==> src/lthsv_pkg.sv <==
package lthsv_pkg;

    localparam int unsigned GREY_RAMP_SIZE = 256;
    localparam int unsigned IDX_W          = 10;
    localparam int unsigned COL_W          = 8;
    localparam int unsigned FACTOR_W       = 9;
    localparam logic [8:0]  FACTOR_RESET   = 9'd200;
    localparam int unsigned HUE_W          = 11;
    localparam int unsigned DVD_W          = 19;
    localparam int unsigned DVS_W          = 11;
    localparam int unsigned QUO_W          = 8;
    localparam int unsigned DIV_STEPS      = 8;
    localparam int unsigned FIFO_DEPTH     = 4;
    localparam int unsigned FIFO_AW        = 2;
    localparam int unsigned FIFO_CW        = 3;
    localparam int unsigned PROD_W         = 19;

    // Register byte-address selector
    localparam logic REG_LIGHT_FACTOR = 1'b0;

    typedef struct packed {
        logic              grey;
        logic [IDX_W-1:0]  idx;
        logic [COL_W-1:0]  mx;
        logic [COL_W-1:0]  d;
        logic [HUE_W-1:0]  n;
    } entry_t;

    typedef struct packed {
        logic full;
        logic empty;
    } fifo_stat_t;

    // Hue sector from 6*H, H in 0..254.
    function automatic logic [2:0] hue_sector(input logic [HUE_W-1:0] six_h);
        logic [2:0] sec;
        if (six_h >= 11'd1275) begin
            sec = 3'd5;
        end else if (six_h >= 11'd1020) begin
            sec = 3'd4;
        end else if (six_h >= 11'd765) begin
            sec = 3'd3;
        end else if (six_h >= 11'd510) begin
            sec = 3'd2;
        end else if (six_h >= 11'd255) begin
            sec = 3'd1;
        end else begin
            sec = 3'd0;
        end
        return sec;
    endfunction

endpackage

==> src/lthsv_front.sv <==
module lthsv_front (
    input  logic [lthsv_pkg::IDX_W-1:0] light_index,
    input  logic [lthsv_pkg::COL_W-1:0] red,
    input  logic [lthsv_pkg::COL_W-1:0] green,
    input  logic [lthsv_pkg::COL_W-1:0] blue,
    output lthsv_pkg::entry_t           entry
);

    // Classify the entry and reduce the colour to max, spread and hue numerator.
    always_comb begin
        logic [7:0]  mx;
        logic [7:0]  mn;
        logic [7:0]  d;
        logic [10:0] d2;
        logic [10:0] d4;
        logic [10:0] d6;
        logic [12:0] nn;
        mx = red;
        if (green > mx) begin
            mx = green;
        end
        if (blue > mx) begin
            mx = blue;
        end
        mn = red;
        if (green < mn) begin
            mn = green;
        end
        if (blue < mn) begin
            mn = blue;
        end
        d  = mx - mn;
        d2 = 11'({d, 1'b0});
        d4 = 11'({d, 2'b0});
        d6 = d4 + d2;
        if (red == mx) begin
            nn = 13'(green) - 13'(blue);
            if (nn[12]) begin
                nn = nn + 13'(d6);
            end
        end else if (green == mx) begin
            nn = 13'(blue) - 13'(red) + 13'(d2);
        end else begin
            nn = 13'(red) - 13'(green) + 13'(d4);
        end
        entry.grey = ({1'b0, light_index} < 11'(lthsv_pkg::GREY_RAMP_SIZE));
        entry.idx  = light_index;
        entry.mx   = mx;
        entry.d    = d;
        entry.n    = nn[10:0];
    end

endmodule

==> src/lthsv_fifo.sv <==
module lthsv_fifo (
    input  logic                   aclk,
    input  logic                   aresetn,
    input  logic                   push,
    input  lthsv_pkg::entry_t      wr_entry,
    input  logic                   pop,
    output lthsv_pkg::entry_t      rd_entry,
    output lthsv_pkg::fifo_stat_t  stat
);

    lthsv_pkg::entry_t                mem_reg [0:lthsv_pkg::FIFO_DEPTH-1];
    logic [lthsv_pkg::FIFO_AW-1:0]    wr_ptr_reg, wr_ptr_next;
    logic [lthsv_pkg::FIFO_AW-1:0]    rd_ptr_reg, rd_ptr_next;
    logic [lthsv_pkg::FIFO_CW-1:0]    cnt_reg, cnt_next;

    function automatic logic [lthsv_pkg::FIFO_CW-1:0] FIFO_CW_ONE(input logic b);
        return {{(lthsv_pkg::FIFO_CW-1){1'b0}}, b};
    endfunction

    always_comb begin
        wr_ptr_next = push ? wr_ptr_reg + 1'b1 : wr_ptr_reg;
        rd_ptr_next = pop ? rd_ptr_reg + 1'b1 : rd_ptr_reg;
        cnt_next    = cnt_reg + FIFO_CW_ONE(push) - FIFO_CW_ONE(pop);
    end

    always_ff @(posedge aclk) begin
        if (!aresetn) begin
            wr_ptr_reg <= '0;
            rd_ptr_reg <= '0;
            cnt_reg    <= '0;
        end else begin
            wr_ptr_reg <= wr_ptr_next;
            rd_ptr_reg <= rd_ptr_next;
            cnt_reg    <= cnt_next;
        end
    end

    always_ff @(posedge aclk) begin
        if (push) begin
            mem_reg[wr_ptr_reg] <= wr_entry;
        end
    end

    assign rd_entry   = mem_reg[rd_ptr_reg];
    assign stat.full  = (cnt_reg == lthsv_pkg::FIFO_CW'(lthsv_pkg::FIFO_DEPTH));
    assign stat.empty = (cnt_reg == '0);

endmodule

==> src/lthsv_div.sv <==
module lthsv_div (
    input  logic                        aclk,
    input  logic                        en,
    input  logic [lthsv_pkg::DVD_W-1:0] dividend,
    input  logic [lthsv_pkg::DVS_W-1:0] divisor,
    output logic [lthsv_pkg::QUO_W-1:0] quotient
);

    // One restoring step per stage; the quotient is known to fit in QUO_W bits.
    logic [lthsv_pkg::DVD_W-1:0] rem_reg [0:lthsv_pkg::DIV_STEPS];
    logic [lthsv_pkg::DVS_W-1:0] dvs_reg [0:lthsv_pkg::DIV_STEPS];
    logic [lthsv_pkg::QUO_W-1:0] quo_reg [0:lthsv_pkg::DIV_STEPS];
    logic [lthsv_pkg::DVD_W-1:0] sh      [0:lthsv_pkg::DIV_STEPS-1];
    logic                        ge      [0:lthsv_pkg::DIV_STEPS-1];

    always_comb begin
        for (int k = 0; k < lthsv_pkg::DIV_STEPS; k++) begin
            sh[k] = lthsv_pkg::DVD_W'(dvs_reg[k]) << (lthsv_pkg::DIV_STEPS - 1 - k);
            ge[k] = (rem_reg[k] >= sh[k]);
        end
    end

    always_ff @(posedge aclk) begin
        if (en) begin
            rem_reg[0] <= dividend;
            dvs_reg[0] <= divisor;
            quo_reg[0] <= '0;
            for (int k = 0; k < lthsv_pkg::DIV_STEPS; k++) begin
                rem_reg[k+1] <= ge[k] ? rem_reg[k] - sh[k] : rem_reg[k];
                dvs_reg[k+1] <= dvs_reg[k];
                quo_reg[k+1] <= quo_reg[k]
                              | (ge[k] ? lthsv_pkg::QUO_W'(1) << (lthsv_pkg::DIV_STEPS - 1 - k)
                                       : '0);
            end
        end
    end

    assign quotient = quo_reg[lthsv_pkg::DIV_STEPS];

endmodule

==> src/lthsv_back.sv <==
module lthsv_back (
    input  logic                           aclk,
    input  logic                           aresetn,
    input  logic [lthsv_pkg::FACTOR_W-1:0] factor,
    input  lthsv_pkg::entry_t              head,
    input  logic                           head_valid,
    output logic                           pop,
    input  logic                           m_ready,
    output logic                           m_valid,
    output logic [lthsv_pkg::COL_W-1:0]    m_out_red,
    output logic [lthsv_pkg::COL_W-1:0]    m_out_green,
    output logic [lthsv_pkg::COL_W-1:0]    m_out_blue
);

    localparam int unsigned NS = lthsv_pkg::DIV_STEPS;

    logic        en;
    logic        flat_h;
    logic [9:0]  vsrc;
    logic [18:0] vprod_h;
    logic [18:0] dvd_s, dvd_h;
    logic [10:0] dvs_s, dvs_h;
    logic [7:0]  s_q, h_q;
    logic [7:0]  v_scaled;
    logic [30:0] vmul;

    logic [NS:0] vld_reg;
    logic        flat_reg [0:NS];
    logic [7:0]  v_reg    [1:NS];
    logic [18:0] vprod_reg;

    // post-divide stages
    logic        p1_vld_reg, p2_vld_reg, p3_vld_reg, m_valid_reg;
    logic        p1_flat_reg, p2_flat_reg, p3_flat_reg;
    logic [7:0]  p1_v_reg, p2_v_reg, p3_v_reg;
    logic [2:0]  p1_sec_reg, p2_sec_reg, p3_sec_reg;
    logic [15:0] p1_sf_reg, p1_sg_reg, p1_pp_reg;
    logic [7:0]  p2_p_reg, p3_p_reg;
    logic [23:0] p2_av_reg, p2_bv_reg;
    logic [16:0] p3_ya_reg, p3_yb_reg;
    logic [7:0]  r_reg, g_reg, b_reg;

    logic [7:0]  h2, f;
    logic [10:0] six_h;
    logic [2:0]  sec;
    logic [16:0] psum;
    logic [48:0] ya_m, yb_m;
    logic [33:0] q_m, t_m;
    logic [7:0]  q, t;
    logic [7:0]  r_next, g_next, b_next;

    assign en  = !m_valid_reg || m_ready;
    assign pop = en && head_valid;

    // Head of the queue: set up both divisions and the value product.
    always_comb begin
        flat_h  = head.grey || (head.d == '0);
        vsrc    = head.grey ? head.idx : {2'b0, head.mx};
        vprod_h = 19'(vsrc) * 19'(factor);
        dvd_s   = 19'(16'({head.d, 8'b0}) - 16'(head.d));
        dvd_h   = 19'({head.n, 8'b0}) - 19'(head.n);
        dvs_s   = 11'(head.mx);
        dvs_h   = 11'({head.d, 2'b0}) + 11'({head.d, 1'b0});
    end

    lthsv_div u_div_sat (
        .aclk     (aclk),
        .en       (en),
        .dividend (dvd_s),
        .divisor  (dvs_s),
        .quotient (s_q)
    );

    lthsv_div u_div_hue (
        .aclk     (aclk),
        .en       (en),
        .dividend (dvd_h),
        .divisor  (dvs_h),
        .quotient (h_q)
    );

    // floor(x/100) clamped to 255, as floor((x>>2)/25) by reciprocal
    always_comb begin
        vmul = 31'(vprod_reg[14:2]) * 31'(18'd167773);
        if (vprod_reg >= 19'd25600) begin
            v_scaled = 8'd255;
        end else begin
            v_scaled = vmul[29:22];
        end
    end

    always_ff @(posedge aclk) begin
        if (!aresetn) begin
            vld_reg     <= '0;
            p1_vld_reg  <= 1'b0;
            p2_vld_reg  <= 1'b0;
            p3_vld_reg  <= 1'b0;
            m_valid_reg <= 1'b0;
        end else if (en) begin
            vld_reg     <= {vld_reg[NS-1:0], head_valid};
            p1_vld_reg  <= vld_reg[NS];
            p2_vld_reg  <= p1_vld_reg;
            p3_vld_reg  <= p2_vld_reg;
            m_valid_reg <= p3_vld_reg;
        end
    end

    always_ff @(posedge aclk) begin
        if (en) begin
            flat_reg[0] <= flat_h;
            vprod_reg   <= vprod_h;
            flat_reg[1] <= flat_reg[0];
            v_reg[1]    <= v_scaled;
            for (int k = 1; k < NS; k++) begin
                flat_reg[k+1] <= flat_reg[k];
                v_reg[k+1]    <= v_reg[k];
            end
        end
    end

    // Sector, fraction and the three 8x8 products.
    always_comb begin
        h2    = (h_q == 8'd255) ? 8'd0 : h_q;
        six_h = 11'({h2, 2'b0}) + 11'({h2, 1'b0});
        sec   = lthsv_pkg::hue_sector(six_h);
        f     = 8'(six_h - 11'(sec) * 11'd255);
    end

    always_ff @(posedge aclk) begin
        if (en) begin
            p1_flat_reg <= flat_reg[NS];
            p1_v_reg    <= v_reg[NS];
            p1_sec_reg  <= sec;
            p1_sf_reg   <= 16'(s_q) * 16'(f);
            p1_sg_reg   <= 16'(s_q) * 16'(8'd255 - f);
            p1_pp_reg   <= 16'(8'd255 - s_q) * 16'(v_reg[NS]);
        end
    end

    assign psum = 17'(p1_pp_reg) + 17'(p1_pp_reg[15:8]) + 17'd1;

    always_ff @(posedge aclk) begin
        if (en) begin
            p2_flat_reg <= p1_flat_reg;
            p2_v_reg    <= p1_v_reg;
            p2_sec_reg  <= p1_sec_reg;
            p2_p_reg    <= psum[15:8];
            p2_av_reg   <= 24'(16'd65025 - p1_sf_reg) * 24'(p1_v_reg);
            p2_bv_reg   <= 24'(16'd65025 - p1_sg_reg) * 24'(p1_v_reg);
        end
    end

    // First /255 by reciprocal, second in the next stage
    assign ya_m = 49'(p2_av_reg) * 49'(25'd16843010);
    assign yb_m = 49'(p2_bv_reg) * 49'(25'd16843010);

    always_ff @(posedge aclk) begin
        if (en) begin
            p3_flat_reg <= p2_flat_reg;
            p3_v_reg    <= p2_v_reg;
            p3_sec_reg  <= p2_sec_reg;
            p3_p_reg    <= p2_p_reg;
            p3_ya_reg   <= ya_m[48:32];
            p3_yb_reg   <= yb_m[48:32];
        end
    end

    assign q_m = 34'(p3_ya_reg) * 34'(17'd65794);
    assign t_m = 34'(p3_yb_reg) * 34'(17'd65794);
    assign q   = q_m[31:24];
    assign t   = t_m[31:24];

    always_comb begin
        if (p3_flat_reg) begin
            r_next = p3_v_reg;
            g_next = p3_v_reg;
            b_next = p3_v_reg;
        end else begin
            case (p3_sec_reg)
                3'd0: begin
                    r_next = p3_v_reg; g_next = t;        b_next = p3_p_reg;
                end
                3'd1: begin
                    r_next = q;        g_next = p3_v_reg; b_next = p3_p_reg;
                end
                3'd2: begin
                    r_next = p3_p_reg; g_next = p3_v_reg; b_next = t;
                end
                3'd3: begin
                    r_next = p3_p_reg; g_next = q;        b_next = p3_v_reg;
                end
                3'd4: begin
                    r_next = t;        g_next = p3_p_reg; b_next = p3_v_reg;
                end
                default: begin
                    r_next = p3_v_reg; g_next = p3_p_reg; b_next = q;
                end
            endcase
        end
    end

    always_ff @(posedge aclk) begin
        if (en) begin
            r_reg <= r_next;
            g_reg <= g_next;
            b_reg <= b_next;
        end
    end

    assign m_valid     = m_valid_reg;
    assign m_out_red   = r_reg;
    assign m_out_green = g_reg;
    assign m_out_blue  = b_reg;

endmodule

==> src/light_table_hsv_brightness_core.sv <==
// Throughput: one transaction per cycle unless m_ready stalls the output, set by the
// 8-stage pipelined dividers for saturation and hue and the multiplier stages behind them.
// Reset: aresetn synchronous, active low; clears the queue and all valid flags,
// light_factor returns to 200.
module light_table_hsv_brightness_core (
    input  logic        aclk,
    input  logic        aresetn,
    // input channel
    input  logic        s_valid,
    output logic        s_ready,
    input  logic [9:0]  s_light_index,
    input  logic [7:0]  s_red,
    input  logic [7:0]  s_green,
    input  logic [7:0]  s_blue,
    // result channel
    output logic        m_valid,
    input  logic        m_ready,
    output logic [7:0]  m_out_red,
    output logic [7:0]  m_out_green,
    output logic [7:0]  m_out_blue,
    // configuration port
    input  logic        psel,
    input  logic        penable,
    input  logic        pwrite,
    input  logic [2:0]  paddr,
    input  logic [31:0] pwdata,
    output logic [31:0] prdata,
    output logic        pready
);

    logic [lthsv_pkg::FACTOR_W-1:0] factor_reg;
    lthsv_pkg::entry_t              front_entry;
    lthsv_pkg::entry_t              head_entry;
    lthsv_pkg::fifo_stat_t          fifo_stat;
    logic                           push;
    logic                           pop;

    // Configuration: single register at byte address 0; pready is tied high.
    assign pready = 1'b1;

    always_ff @(posedge aclk) begin
        if (!aresetn) begin
            factor_reg <= lthsv_pkg::FACTOR_RESET;
        end else if (psel && penable && pwrite && (paddr[2] == lthsv_pkg::REG_LIGHT_FACTOR)) begin
            factor_reg <= pwdata[lthsv_pkg::FACTOR_W-1:0];
        end
    end

    assign prdata = (paddr[2] == lthsv_pkg::REG_LIGHT_FACTOR) ? 32'(factor_reg) : '0;

    // Front: classify each transaction and queue it while there is room.
    lthsv_front u_front (
        .light_index (s_light_index),
        .red         (s_red),
        .green       (s_green),
        .blue        (s_blue),
        .entry       (front_entry)
    );

    assign s_ready = !fifo_stat.full;
    assign push    = s_valid && s_ready;

    // Short queue decouples acceptance from the back pipeline stalls.
    lthsv_fifo u_fifo (
        .aclk     (aclk),
        .aresetn  (aresetn),
        .push     (push),
        .wr_entry (front_entry),
        .pop      (pop),
        .rd_entry (head_entry),
        .stat     (fifo_stat)
    );

    // Back: pipelined HSV round trip; advance whenever the output register is free.
    lthsv_back u_back (
        .aclk        (aclk),
        .aresetn     (aresetn),
        .factor      (factor_reg),
        .head        (head_entry),
        .head_valid  (!fifo_stat.empty),
        .pop         (pop),
        .m_ready     (m_ready),
        .m_valid     (m_valid),
        .m_out_red   (m_out_red),
        .m_out_green (m_out_green),
        .m_out_blue  (m_out_blue)
    );

endmodule

==> config.mk <==
export PLATFORM = sky130hd
export DESIGN_NAME = light_table_hsv_brightness_core
export DESIGN_NICKNAME = d
export VERILOG_FILES = /design/src/lthsv_pkg.sv /design/src/lthsv_front.sv /design/src/lthsv_fifo.sv /design/src/lthsv_div.sv /design/src/lthsv_back.sv /design/src/light_table_hsv_brightness_core.sv
export SDC_FILE = /design/constraint.sdc
export NUM_CORES = 2
export LEC_CHECK = 0
export BUFFER_PORTS_ARGS = -buffer_cell sky130_fd_sc_hd__buf_2
export CELL_PAD_IN_SITES_DETAIL_PLACEMENT = 1
export CELL_PAD_IN_SITES_GLOBAL_PLACEMENT = 1
export CORE_MARGIN = 2
export CORE_UTILIZATION = 30
export DETAILED_ROUTE_END_ITERATION = 10
export PLACE_DENSITY_LB_ADDON = 0.15
export SLEW_MARGIN = 40
export SYNTH_ARGS = -nofsm -noshare
export SYNTH_HDL_FRONTEND = slang
export SYNTH_SLANG_ARGS = --single-unit
==> constraint.sdc <==
create_clock -name aclk -period 34.5 [get_ports aclk]
set_input_delay 3.45 -clock aclk [delete_from_list [all_inputs] [get_ports aclk]]
set_output_delay 3.45 -clock aclk [all_outputs]
set_load 0.01 [all_outputs]
==> results.txt <==
The flow ran to the end, and the final reports show no timing, DRC or antenna violations. The proportion of synthesized chip area in sequential cells was 37.4%. The area added between synthesis and finish works out to 10.9%.

The critical path ends at u_back.p1_sf_reg[15]$_DFFE_PP_. Measured in cells, the most critical reg-to-reg path has a length of 41. For the number of antenna violations at the first check in global routing, the log shows 7. The clock latency on the worst-skew pair is 0.76 ns. For this run, the total global-route usage over all layers was measured as 13.6%.

The area of the mapped netlist was 78100 um^2. Via density per instance: 4.65. The fmax was 89.3 MHz. The worst setup path is captured at a register.

Entering global routing, the biggest net connects 106 pins. The run gives 0 as the hold violation count in the final report. On the worst path, the slowest cell contributes a delay of 0.69 ns.

The leading cell type in the layout, fill and taps excluded was inv_1. Cell repeated most along the worst path: inv_1. The combinational family with the most area after synthesis was adder cells.

The count of flip-flops with a built-in enable after synthesis came out at 953. In this run the standard cell core region covers 259000 um^2. Slew at the pin closest to its max-slew limit: 0.836 ns.

Among cell families on the critical path, the largest total delay comes from adder cells. Cells with a size suffix above 1 make up 6.32% of the layout. The routed design has 177 mm of wire. The cell count along the critical path works out to 41. The routability congestion estimate from global placement was 0.805.

In the layout the commonest cells are inv_1, ha_1, edfxtp_1. The number of buffers and inverters on the critical path is 6. The number of maximum-capacitance constraint violations is 0. The part of the cycle the worst path needs came out at 32.4%. The DRC marker count from the first detailed-route iteration came out at 1738. Share of synthesized cell area in and, or, nand and nor gates: 11.2%. TritonCTS built the clock tree. The number of hold buffers added after CTS was 0. Number of buffers inserted by post-CTS setup repair: 0.

The clock tree synthesis step divided the H-tree into 3 levels. In this run the deepest clock path goes through 3 buffers. Between clock sinks in the finished design, the worst skew comes to 0.0373 ns.

The setup check on the worst reg-to-reg path leaves a slack of 23.31 ns. In this run the clock root is driven by a clkbuf_16. At the worst endpoint, the required time is 34.97 ns. The worst pin sits at a relative slew slack of 44.1%.

The slowest stage of the critical path is the fa_1 cell. The floorplan step set the die height to 514 um. The number of remaining DRC errors was 0; the row count was 187. Counting I/O delays and the setup requirement, the final critical path takes 11.19 ns.

After routing, the total negative slack on setup checks comes to 0 ns. Via count of the routed design: 49720. The first global-routing pass estimated 292 mm of wire. The horizontal extent of the die was 514 um; the number of nets in the final layout was 8855. The number of buffers inserted by port buffering was 85; the number of optimization iterations in the first detailed-route pass was 5. After synthesis, the netlist uses 94 different library cells. Hold is met by 0.405 ns. The run gives 117 as the number of clock buffers inserted by TritonCTS. Synthesis handed over a netlist of 7080 instances. The core utilization of the finished layout is 33.4%.

The count of nets left with antenna violations once routing finished came out at 0. The share of synthesized registers carrying an async set or reset works out to 0%. The tools report the final count of pins violating max slew as 0. The most instantiated flip-flop cell in the synthesis netlist is edfxtp_1. After detailed routing, the average wire length per cell comes to 16.6 um.

The share of synthesized area in the top cell type comes to 36.6%. In this run the mean area of a mapped cell was 11.0 um^2. Summing the areas of all compound-gate instances in the mapped netlist gives 8.10% of the synthesized area. In this run, post-CTS repair resized a total of 0 instances.

The most critical setup path has its startpoint at u_back.u_div_hue.quo_reg[0][65]$_DFFE_PP_. The Yosys step of the flow raised 0 warnings. The area of the die was 265000 um^2; the fraction of synthesized area in multiplexers was 2.18%. The path class of the tightest hold or removal check is register to register.

The top cell type by total area after synthesis was edfxtp_1. The critical path start-end classification was register to register. The final setup violation count came out at 0.

Of all nets on the critical path, the largest fanout is 18. The total congestion overflow after global routing was 0; the number of storage elements in the synthesis netlist was 984. Of the total synthesized cell area, the portion taken by full adders, half adders and majority gates is 30.4%. Number of clock sinks: 984.

The wire-length estimate of the detail-placed layout is 138 mm. The XOR/XNOR share of the synthesized area works out to 4.53%. The run gives 54338 as the via count of the first global-routing pass. The tools report the end of the worst register-to-register path as u_back.p1_sf_reg[15]$_DFFE_PP_. After clock tree synthesis, the clock-pin slew on the worst setup and hold paths is 0.07 ns. The critical path startpoint category was a register. The startpoint identified for the worst register-to-register timing path is u_back.u_div_hue.quo_reg[0][65]$_DFFE_PP_.

By area the synthesized netlist is led by edfxtp_1, ha_1, fa_1. Setup repair after global routing left no endpoint under its margin. Pin placement for this block handled 135 I/O pins.

The initial utilization of the core area, before any placement, comes to 30.1%. The critical path arrival came out at 11.66 ns.
[per-stage QoR]
step           cell area (um^2)  instances  worst slack [ns]
3_5_place_dp              82700      10473             22.70
4_1_cts                   86500      10691             23.12
5_1_grt                   86600      10694             22.30
6_report                  86600      10695             23.31
3_3_place_gp              82600      10470             22.94
2_1_floorplan             78200       7103              7.63
[final cells by class]
type	instances	area (um^2)
clock inverters	73	782
fillers	28530	173000
well taps	3402	4260
multi-input cells	4859	44300
clock buffers	145	3030
flip-flops and latches	984	29200
diodes	2	5.00
repair buffers	145	946
inverters	1085	4080
[cells in the mapped netlist (8+ instances only)]
cell and n:
inv_1 1084, ha_1 1065, edfxtp_1 953, fa_1 522, nand2_1 520, nor2_1 334, a21oi_1 305, xnor2_1 272
o21ai_0 219, and2_1 200, nor2b_1 182, clkbuf_1 137, xor2_1 130, nand2b_1 103, a21o_1 100, nand3_1 83
nor3_1 70, a21boi_0 69, o21a_1 56, nor4_1 49, and3_1 48, mux2i_1 44, nand4_1 44, o21bai_1 39
mux4_2 38, mux2_2 36, dfxtp_1 31, buf_4 25, or3_1 23, nand4b_1 21, a22oi_1 17, a211oi_1 15
o22ai_1 15, o31ai_1 13, a311o_1 12, a31oi_1 12, or2_2 11, o211ai_1 10, or4_1 10, nand3b_1 8
o221ai_1 8
[cells by family after synthesis]
| logic type | Yosys count |
|---|---|
| fa+ha+maj | 1587 |
| buf+inv | 1260 |
| other cells | 2 |
| flops | 984 |
| simple gates | 1737 |
| xor+xnor | 403 |
| mux | 118 |
| compound gates | 989 |
[how the worst min path moves through the flow]
stage	start	endpoint	slack (ns)	depth (start not counted)
after global routing	u_back.p2_sec_reg[0]$_DFFE_PP_	u_back.p3_sec_reg[0]$_DFFE_PP_	0.42	0
after floorplan	u_back.flat_reg[0]$_DFFE_PP_	u_back.flat_reg[1]$_DFFE_PP_	0.40	0
after global placement	u_back.u_div_hue.quo_reg[0][63]$_DFFE_PP_	u_back.u_div_hue.quo_reg[0][71]$_DFFE_PP_	0.40	0
after detailed placement	u_back.v_reg[0][39]$_DFFE_PP_	u_back.v_reg[0][47]$_DFFE_PP_	0.41	0
after CTS	u_back.p2_sec_reg[0]$_DFFE_PP_	u_back.p3_sec_reg[0]$_DFFE_PP_	0.40	0
final	u_back.p2_sec_reg[0]$_DFFE_PP_	u_back.p3_sec_reg[0]$_DFFE_PP_	0.40	0
[routing by layer]
metal,vias up,GRT usage (%),part of all wire [%]
met5,-,0,0.027
met4,8,2.95,1.9
met3,212,1.72,2.5
met2,430,23.7,48
met1,24663,17.9,47
li1,24407,-,-
Power is not shown: default switching activity piles up to over one toggle a cycle in this logic, so the estimate is an artifact.
